[config.mk]
export PLATFORM = sky130hd
export DESIGN_NAME = nmf_ctrl
export DESIGN_NICKNAME = d
export VERILOG_FILES = /design/src/rtl/nmf_pkg.sv /design/src/rtl/nmf_ctrl.sv
export SDC_FILE = /design/constraint.sdc
export NUM_CORES = 1
export LEC_CHECK = 0
export BUFFER_PORTS_ARGS = -buffer_cell sky130_fd_sc_hd__buf_2
export CAP_MARGIN = 15
export CORE_AREA = 2 2 39 41
export DETAILED_ROUTE_END_ITERATION = 8
export DIE_AREA = 0 0 41 43
export SLEW_MARGIN = 20
export SYNTH_ARGS = -nofsm -noshare
export SYNTH_HDL_FRONTEND = slang
export SYNTH_SLANG_ARGS = --single-unit
export TNS_END_PERCENT = 10
[constraint.sdc]
create_clock -name i_clk -period 1.5 [get_ports i_clk]
set_clock_uncertainty 0.1 [all_clocks]
set_input_delay 0.075 -clock i_clk [delete_from_list [all_inputs] [get_ports i_clk]]
set_output_delay 0.075 -clock i_clk [all_outputs]
set_load 0.05 [all_outputs]
[src/rtl/nmf_pkg.sv]
`timescale 1ns / 1ps
package nmf_pkg;

    localparam int MaxWidth   = 256;
    localparam int MaxHeight  = 256;
    localparam int MaxDepth   = 256;
    localparam int SampleBits = 16;

    localparam int DimBits   = 9;
    localparam int CfgIdxBits = 2;
    localparam int PosBits   = $clog2(MaxWidth * MaxHeight * MaxDepth + 1);
    localparam int PlaneBits = $clog2(MaxWidth * MaxHeight + 1);
    localparam int HistSize  = 2 * MaxWidth * MaxHeight + 4 * MaxWidth;
    localparam int HistBits  = $clog2(HistSize);
    localparam int SumBits   = SampleBits + 5;
    localparam int NumBits   = SumBits;
    localparam int CntBits   = 5;

    localparam logic [CfgIdxBits-1:0] RegWidth  = 2'd0;
    localparam logic [CfgIdxBits-1:0] RegHeight = 2'd1;
    localparam logic [CfgIdxBits-1:0] RegDepth  = 2'd2;

    localparam logic CmdSample = 1'b0;
    localparam logic CmdFlush  = 1'b1;

    typedef enum logic [3:0] {
        ST_SETUP0, ST_SETUP1, ST_IDLE, ST_CHECK, ST_NB_ADDR, ST_NB_READ,
        ST_NB_ACC, ST_DIV_LOAD, ST_DIV, ST_DONE
    } t_state;

    typedef struct packed {
        logic setup0;
        logic setup1;
        logic take;
        logic nb_start;
        logic nb_addr;
        logic nb_acc;
        logic div_load;
        logic div_step;
        logic load_out;
    } t_ctl;

    typedef struct packed {
        logic emit;
        logic nb_last;
        logic div_done;
        logic out_free;
    } t_sts;

endpackage

[src/rtl/nmf_ctrl.sv]
`timescale 1ns / 1ps
module nmf_ctrl (
    input  logic          i_clk,
    input  logic          i_rst_n,
    input  logic          i_cfg_we,
    input  logic          i_in_valid,
    output logic          o_in_ready,
    input  nmf_pkg::t_sts i_sts,
    output nmf_pkg::t_ctl o_ctl
);
    import nmf_pkg::*;

    t_state r_state, n_state;

    always_ff @(posedge i_clk) begin
        if (!i_rst_n) begin
            r_state <= ST_SETUP0;
        end else begin
            r_state <= n_state;
        end
    end

    always_comb begin
        n_state    = r_state;
        o_ctl      = '0;
        o_in_ready = 1'b0;
        case (r_state)
            ST_SETUP0: begin
                o_ctl.setup0 = 1'b1;
                n_state = ST_SETUP1;
            end
            ST_SETUP1: begin
                o_ctl.setup1 = 1'b1;
                n_state = ST_IDLE;
            end
            ST_IDLE: begin
                o_in_ready = 1'b1;
                if (i_in_valid) begin
                    o_ctl.take = 1'b1;
                    n_state = ST_CHECK;
                end
            end
            ST_CHECK: begin
                if (i_sts.emit) begin
                    o_ctl.nb_start = 1'b1;
                    n_state = ST_NB_ADDR;
                end else begin
                    n_state = ST_IDLE;
                end
            end
            ST_NB_ADDR: begin
                o_ctl.nb_addr = 1'b1;
                n_state = ST_NB_READ;
            end
            ST_NB_READ: n_state = ST_NB_ACC;
            ST_NB_ACC: begin
                o_ctl.nb_acc = 1'b1;
                n_state = i_sts.nb_last ? ST_DIV_LOAD : ST_NB_ADDR;
            end
            ST_DIV_LOAD: begin
                o_ctl.div_load = 1'b1;
                n_state = ST_DIV;
            end
            ST_DIV: begin
                o_ctl.div_step = 1'b1;
                if (i_sts.div_done) n_state = ST_DONE;
            end
            ST_DONE: begin
                if (i_sts.out_free) begin
                    o_ctl.load_out = 1'b1;
                    n_state = ST_IDLE;
                end
            end
            default: n_state = ST_SETUP0;
        endcase
        // a register write restarts the array and recomputes the geometry
        if (i_cfg_we) begin
            n_state    = ST_SETUP0;
            o_in_ready = 1'b0;
            o_ctl      = '0;
        end
    end

endmodule

==> results of run 1 <==
## what timing repair did
| action | in CTS | in global routing |
|---|---|---|
| endpoints found under the setup margin | 9 | 9 |
| endpoints found under the hold margin | 0 | 0 |
| resized for setup | 5 | 9 |
| pin swaps | 0 | 1 |
## routing by layer
| layer | wire, um | global-route usage [%] | share of wire [%] | vias to the layer above |
|---|---|---|---|---|
| li1 | - | - | - | 228 |
| met4 | 25 | 8.000 | 2.6 | 0 |
| met3 | 51 | 3.141 | 5.4 | 4 |
| met5 | 0 | 0 | 0 | - |
| met2 | 445 | 15.31 | 47 | 16 |
| met1 | 428 | 18.39 | 45 | 195 |
## critical path, cell delays in order (launching register included)
cell and delay, ns:
dfxtp_4 0.39, nor2_1 0.10, nand2_1 0.08, nor3_1 0.19, clkbuf_4 0.27
## cell type report
cell class | instances | area, um2
fill | 153 | 860.8
multi-input combinational | 44 | 269.0
timing repair buffer | 19 | 116.4
sequential | 4 | 87.58
clock buffer | 3 | 22.52
tap | 16 | 20.02
inverter | 2 | 7.507
## through the flow
step	setup TNS [ns]	util (%)
6_report	0	37.79
5_1_grt	-0.006432	37.79
4_1_cts	-0.01502	35.80
2_1_floorplan	-1.819	-
3_5_place_dp	0	33.54
3_3_place_gp	0	33.54
## path summary, 6_finish.rpt
path / from / slack (ns) / endpoint / cells after the start
max: r_state[2] / 0.06 / o_ctl[0] / 4
min: i_sts[0] / 0.03 / r_state[0] / 3
max reg2reg: r_state[2] / 0.19 / r_state[1] / 4
min reg2reg: r_state[3] / 0.38 / r_state[2] / 1
## cells in the final DEF, fill, tap and decap left out
| cell | n |
|---|---|
| a211oi_2 | 1 |
| nand4_1 | 1 |
| nor2_1 | 3 |
| a21oi_2 | 1 |
| a211o_1 | 1 |
| nor3_2 | 1 |
| nor3b_1 | 1 |
| nor3_1 | 7 |
| nor2_2 | 2 |
| o22ai_1 | 1 |
| or3b_1 | 1 |
| nand2_1 | 5 |
| nand2_2 | 2 |
| nand2b_4 | 1 |
| nor4_1 | 1 |
| nor2b_1 | 1 |
| inv_1 | 1 |
| nand2b_1 | 2 |
| or3_1 | 2 |
| buf_6 | 1 |
| inv_2 | 1 |
| buf_4 | 3 |
| and2_1 | 1 |
| nand3_1 | 1 |
| dfxtp_4 | 1 |
| dfxtp_2 | 3 |
| a21oi_1 | 6 |
| buf_2 | 12 |
| o21ai_0 | 1 |
| nor3b_2 | 1 |
| clkbuf_4 | 6 |
## power groups by stage
stage | Clock [mW] | Sequential, mW | Combinational, mW
detailed placement | 0 | 0.118 | 0.0619
floorplan | 0 | 0.112 | 0.0497
global route | 0.149 | 0.117 | 0.0718
CTS | 0.143 | 0.117 | 0.0624
global placement | 0 | 0.118 | 0.0622
finish | 0.135 | 0.116 | 0.0657
## cells by family after synthesis
group | Yosys count
flops | 4
compound gates | 11
simple gates | 33
buf+inv | 6
==> run_results.csv, run 1 <==
group,metric,value,unit
synth,synth_top_family_by_area,"simple AND/OR/NAND/NOR gates",
layout,final_nets,82,
floorplanning,io_pins,18,
synth,synth_edf_count,0,
layout,diodes,0,
place,place_area,464.2,um2
synth,synth_fp_nets,62,
synth,synthTopCellsByArea,"dfxtp_1, nor3_1, a21oi_1",
place,post-place-ws,0.06999,ns
power,ir_drop,0.2660,mV
layout,reg_top3,"r_state: 4 flops",
cts,clk_latency,0.24,ns
synth,ys_seq_area_share,22.22,%
global_route,overflow,0,
synth,synth_common_cells,"nor3_1, a21oi_1, nand2_1",
synth,syn_inst,54,
global_route,grt_max_degree,16,
synth,synthAdderAreaFrac,0,%
cts,clock_sinks,4,
synth,yosysTopAreaCell,"dfxtp_1",
cts,cts_root_buffer,"clkbuf_4",
global_route,antenna_found_initial,0,
power,pwr_density_cell,604.9,mW/mm2
cts,tritoncts,"built",
floorplanning,die_area,0.001763,mm2
synth,async_flop_share,0,%
detailed_routing,dr_total_vias,443,
run_status,status,"completed",
synth,yosysWarnings,0,
worst_setup_path,cp-start-kind,"flop",
sta,max_freq,0.6966,GHz
layout,regMostFlops,"r_state",
worst_setup_path,required,1.32,ns
floorplanning,die_h,43,um
layout,final_cells,88,
worst_setup_path,worstPathArrival,1.26,ns
power,swShare,29.65,%
layout,fin_area,523.0,um2
place,dp_hpwl,694.9,um
synth,ys_types,25,
sta,hold_viol,0,
detailed_routing,drt_iter0_drc,6,
synth,synth-seq-cells,4,
sta,period_share,95.71,%
synth,synth.most_common_cell,"nor3_1",
global_route,grt_util_all_layers,12.46,%
sta,finalSetupViolations,0,
floorplanning,initial_core_util,26.04,%
synth,syn_avg_cell_area,6.673,um2
sta,tightest_slew,0.2645,ns
power,p_clk_share,42.6,%
cts,cts_hold_buf,0,
floorplanning,placementRows,14,
detailed_routing,firstDrtPassIters,3,
power,p_seq_share,36.6,%
cts,clk_pin_slew,0.04,ns
detailed_routing,drc_errors,0,
power,p_int,222.6,uW
detailed_routing,finalWirelength,951,um
run,drv_cap,0,
synth,synth_compound_area_share,19.79,%
synth,synth_flop_cell,"dfxtp_1",
global_route,grt_pass1_wl,1518,um
synth,synthSimpleGateAreaFrac,47.92,%
detailed_routing,wl_per_cell,10.81,um
layout,area_delta_synth_final,45.14,%
power,finalPower,316.4,uW
place,numPortBuffers,17,
cts,cts_made_buffers,3,
cts,htreeDepth,1,
floorplanning,die_x,41,um
synth,yosys.area.top_type_share,22.22,%
cts,clk_path_buf_depth,2,
detailed_routing,vias_per_cell,5.034,
synth,synth_area,360.3,um2
sta,relSlewSlack,82.33,%
place,place.gp.congestion,0.8055,
layout,drive_gt1_share,50.00,%
power,p_leak,0.2168,nW
worst_setup_path,crit_path_max_fanout,15,
sta,hold_slack,0.03474,ns
worst_setup_path,path_class,"flop to output port",
power,power_frac_comb,20.8,%
power,p_switching,93.80,uW
sta,final-max-slew-violation-count,0,
worst_setup_path,end_kind,"output port",
detailed_routing,ant_nets,0,
global_route,grt_pass1_vias,360,
sta,setup_ws,0.06439,ns
cts,cts_setup_buffers,0,
min_path,worstHoldPathType,"primary input to flop",
layout,largest_reg_flops,4,
sta,fin_crit,1.436,ns
synth,synth_xor_area_share,0,%
place,dpl.cell_count,85,
synth,muxShareOfSynthArea,0,%
floorplanning,coreArea,0.001384,mm2
No activity file was read; power rests on OpenSTA's default activity.
==> run 2: changes to the inputs <==
Settings changed: CTS_BUF_LIST set to sky130_fd_sc_hd__clkbuf_4, HOLD_SLACK_MARGIN set to 0.15.
==> run 2 against run 1 <==
Net effect:
- final area rose by 7.7%
- first-iteration DRC count fell by 17%
- die area did not move
- register-to-register slack barely moved
- clock-buffer cell count did not move
- core utilization rose by 2.9 points
- cell count rose by 4.5%
- worst setup slack improved by 0.0073 ns
- sequential power barely moved
- critical path depth did not move
- critical endpoint unchanged
- largest power group unchanged
==> run_results.csv, run 2 (synthesized netlist as in run 1, its figures left out) <==
group,metric,value,unit
power,ir_drop,0.2705,mV
floorplanning,die_area,0.001763,mm2
worst_setup_path,required,1.32,ns
worst_setup_path,worstPathArrival,1.25,ns
detailed_routing,finalWirelength,985,um
detailed_routing,ant_nets,0,
place,dp_hpwl,694.9,um
power,pwr_density_cell,576.9,mW/mm2
sta,relSlewSlack,82.22,%
sta,hold_viol,0,
place,dpl.cell_count,85,
detailed_routing,dr_total_vias,458,
layout,regMostFlops,"r_state",
sta,tightest_slew,0.2661,ns
layout,final_nets,86,
cts,cts_setup_buffers,0,
cts,clk_latency,0.24,ns
floorplanning,initial_core_util,26.04,%
run_status,status,"completed",
global_route,grt_pass1_vias,370,
floorplanning,placementRows,14,
layout,final_cells,92,
sta,final-max-slew-violation-count,0,
layout,largest_reg_flops,4,
worst_setup_path,crit_path_max_fanout,15,
layout,mostFrequentLayoutCells,"buf_2, nor3_1, a21oi_1, clkbuf_4, nand2_1",
detailed_routing,drc_errors,0,
layout,drive_gt1_share,47.37,%
detailed_routing,drt_iter0_drc,5,
worst_setup_path,path_class,"flop to output port",
layout,multiInputGateArea,269.0,um2
floorplanning,coreArea,0.001384,mm2
sta,period_share,95.22,%
cts,cts_made_buffers,3,
place,place.gp.congestion,0.8055,
detailed_routing,firstDrtPassIters,3,
sta,max_freq,0.7001,GHz
global_route,grt_max_degree,16,
cts,tritoncts,"built",
sta,hold_slack,0.1806,ns
detailed_routing,vias_per_cell,4.978,
cts,htreeDepth,1,
worst_setup_path,cp-start-kind,"flop",
global_route,grt_pass1_wl,1566,um
global_route,grt_util_all_layers,12.86,%
layout,diodes,0,
place,numPortBuffers,17,
layout,final_common_cell,"buf_2",
layout,num-fill-cells,149,
cts,cts_root_buffer,"clkbuf_4",
global_route,overflow,0,
min_path,worstHoldPathType,"primary input to flop",
power,p_leak,0.2335,nW
detailed_routing,wl_per_cell,10.71,um
cts,clk_pin_slew,0.04,ns
cts,clock_sinks,4,
global_route,antenna_found_initial,0,
layout,seqCellArea,87.58,um2
floorplanning,die_x,41,um
layout,area_delta_synth_final,56.25,%
run,drv_cap,0,
layout,reg_top3,"r_state: 4 flops",
sta,finalSetupViolations,0,
floorplanning,die_h,43,um
sta,fin_crit,1.428,ns
cts,clk_path_buf_depth,2,
worst_setup_path,end_kind,"output port",
floorplanning,io_pins,18,
run 2: area by class of cell:
type,instances,share of cell area (%)
tap,16,3.556
timing repair buffer,23,27.78
clock buffer,3,4.000
sequential,4,15.56
inverter,2,1.333
multi-input combinational,44,47.78
run 2: timing repair:
item                                   CTS  global route
pin swaps                                0             1
setup endpoints to repair                9             9
endpoints found under the hold margin    4             0
hold buffers                             4             0
gates resized for setup                  5             9
run 2: path summary, 6_finish.rpt:
| path | from | end | slack, ns | depth (start not counted) |
|---|---|---|---|---|
| hold reg to reg | r_state[3] | r_state[2] | 0.38 | 1 |
| setup reg to reg | r_state[2] | r_state[1] | 0.19 | 4 |
| setup / recovery | r_state[2] | o_ctl[0] | 0.07 | 4 |
| hold / removal | i_sts[3] | r_state[2] | 0.18 | 5 |
run 2: metrics by stage:
step                TNS (ns)  total power, mW  setup WS (ns)  util, %  instance area (um2)
floorplan             -1.819           0.1621        -0.4149        -                372.9
global placement           0           0.1803        0.05665    33.54                464.2
detailed placement         0           0.1800        0.06999    33.54                464.2
CTS                 -0.01502           0.3303       -0.01502    38.70                535.5
global route        -0.01153           0.3462       -0.01153    40.69                563.0
finish                     0           0.3248        0.07169    40.69                563.0
run 2: metal layers:
metal | track usage (%) | up-vias | wire length (um)
met1 | 18.71 | 201 | 453
met2 | 16.25 | 16 | 458
met5 | 0 | - | 0
li1 | - | 237 | -
met3 | 3.141 | 4 | 46
met4 | 8.000 | 0 | 25
run 2: power by group:
group	internal, mW	switching, mW
Clock	0.0896	0.0454
Combinational	0.0312	0.0426
Sequential	0.109	0.00753
Total	0.229	0.0955
run 2: worst max-delay path, cell delays in order (launching register included):
cell      delay (ns)
dfxtp_4         0.39
nor2_1          0.10
nand2_1         0.08
nor3_1          0.19
clkbuf_4        0.26
==> run 3: changes to the inputs <==
Settings changed: CELL_PAD_IN_SITES_DETAIL_PLACEMENT set to 1, CELL_PAD_IN_SITES_GLOBAL_PLACEMENT set to 1, PLACE_DENSITY_LB_ADDON set to 0.1.
==> run 3 against run 2 <==
Net effect:
- via count rose by 1.3%
- first-iteration DRC count fell by 20%
- largest power group unchanged
- combinational power rose by 5.7%
- critical path depth rose by 1
==> run_results.csv, run 3 (synthesized netlist as in run 1, its figures left out) <==
group,metric,value,unit
floorplanning,io_pins,18,
detailed_routing,firstDrtPassIters,4,
run,drv_cap,0,
detailed_routing,finalWirelength,1126,um
layout,final_nets,88,
cts,cts_root_buffer,"clkbuf_4",
place,place.gp.congestion,0.7642,
worst_setup_path,cp-start-kind,"primary input",
cts,clock_sinks,4,
detailed_routing,drt_iter0_drc,4,
worst_setup_path,crit_path_max_fanout,2,
detailed_routing,drc_errors,0,
cts,cts_setup_buffers,0,
place,dp_hpwl,828.5,um
sta,fin_crit,1.453,ns
cts,clk_latency,0.23,ns
layout,drive_gt1_share,48.72,%
floorplanning,initial_core_util,26.04,%
worst_setup_path,rr_worst_depth,4,
sta,final-max-slew-violation-count,0,
sta,relSlewSlack,82.21,%
detailed_routing,dr_total_vias,464,
sta,hold_viol,0,
worst_setup_path,reg2reg_slack,0.20,ns
layout,fin_area,594.3,um2
global_route,overflow,0,
floorplanning,die_area,0.001763,mm2
floorplanning,placementRows,14,
global_route,grt_util_all_layers,13.74,%
global_route,antenna_found_initial,0,
layout,area_delta_synth_final,64.93,%
worst_setup_path,path_class,"primary input to flop",
worst_setup_path,worstReg2RegStart,"r_state[2]",
detailed_routing,vias_per_cell,4.936,
global_route,grt_pass1_vias,430,
power,ir_drop,0.3200,mV
worst_setup_path,required,1.55,ns
worst_setup_path,end_kind,"flop",
worst_setup_path,worstPathArrival,1.50,ns
layout,fin_util,42.95,%
layout,num-fill-cells,186,
place,numPortBuffers,17,
cts,clk_path_buf_depth,2,
floorplanning,die_x,41,um
detailed_routing,ant_nets,0,
run_status,status,"completed",
sta,tightest_slew,0.2643,ns
cts,cts_made_buffers,3,
layout,final_common_cell,"buf_2",
layout,regMostFlops,"r_state",
cts,tritoncts,"built",
worst_setup_path,critical_path.endpoint,"r_state[2]",
sta,finalSetupViolations,0,
worst_setup_path,r2r_end,"r_state[1]",
floorplanning,coreArea,0.001384,mm2
detailed_routing,wl_per_cell,11.98,um
min_path,holdPathStages,5,
sta,max_freq,0.6880,GHz
min_path,worstHoldPathType,"primary input to flop",
layout,diodes,0,
cts,htreeDepth,1,
power,p_leak,0.2440,nW
layout,mostFrequentLayoutCells,"buf_2, buf_4, nor3_1, a21oi_1",
global_route,grt_pass1_wl,1704,um
layout,largest_reg_flops,4,
layout,reg_top3,"r_state: 4 flops",
cts,clk_pin_slew,0.04,ns
place,place_area,471.7,um2
floorplanning,die_h,43,um
worst_setup_path,cp-startpoint,"i_rst_n",
power,pwr_density_cell,548.3,mW/mm2
sta,period_share,96.90,%
global_route,grt_max_degree,16,
run 3: cell count changes in the layout (fill, tap and decap cells not counted):
cell / previous run / this run
buf_2: 12 / 11
buf_4: 3 / 7
buf_6: 1 / 2
clkbuf_4: 6 / 3
dfxtp_2: 3 / 2
dfxtp_4: 1 / 2
dlygate4sd3_1: 4 / 5
nor3_1: 7 / 6
nor3_2: 1 / 2
run 3: critical path, stage by stage:
cell           delay (ns)
dlygate4sd3_1        0.53
buf_2                0.10
nand2b_1             0.05
dlygate4sd3_1        0.59
nor3_1               0.17
run 3: per-layer routing:
metal | global-route usage, % | vias to the layer above | part of all wire [%]
met5 | 0 | - | 0
met4 | 0 | 0 | 0
met3 | 4.712 | 0 | 3.1
met2 | 22.19 | 10 | 49
met1 | 18.27 | 216 | 47
li1 | - | 238 | -
run 3: what timing repair did:
| action | CTS | global route |
|---|---|---|
| pin swaps | 0 | 1 |
| endpoints found under the setup margin | 10 | 8 |
| resized for setup | 8 | 13 |
| hold buffers | 5 | 0 |
| hold endpoints to repair | 4 | 0 |
run 3: layout make-up:
type	count	area [um2]	share of cell area [%]
Timing Repair Buffer	25	180.2	30.32
Clock buffer	3	22.52	3.789
Multi-Input combinational cell	44	274.0	46.11
Sequential cell	4	90.09	15.16
Inverter	2	7.507	1.263
Tap cell	16	20.02	3.368
run 3: worst min path at each step:
stage	startpoint	to	slack, ns
detailed placement	i_sts[0]	r_state[0]	0.27
global placement	i_sts[0]	r_state[0]	0.28
finish	i_sts[1]	r_state[0]	0.21
floorplan	i_sts[0]	r_state[0]	0.16
global route	i_sts[2]	r_state[0]	0.25
CTS	i_sts[1]	r_state[0]	0.20
run 3: power by group:
part	total, mW	leakage, nW	internal (mW)	switching (mW)
Clock	0.132	0.0138	0.0894	0.0428
Combinational	0.0780	0.195	0.0345	0.0435
Sequential	0.116	0.0349	0.108	0.00801
Total	0.326	0.244	0.232	0.0943
run 3: through the flow:
stage | instances | hold WS, ns | power (mW) | TNS (ns) | worst slack (ns)
5_1_grt | 94 | 0.2532 | 0.3470 | -0.01568 | -0.01568
3_5_place_dp | 86 | 0.2685 | 0.1817 | 0 | 0.02582
6_report | 94 | 0.2095 | 0.3258 | 0 | 0.04656
4_1_cts | 94 | 0.1986 | 0.3316 | -0.02901 | -0.02901
2_1_floorplan | 54 | 0.1561 | 0.1621 | -1.819 | -0.4149
3_3_place_gp | 86 | 0.2768 | 0.1821 | 0 | 0.01130
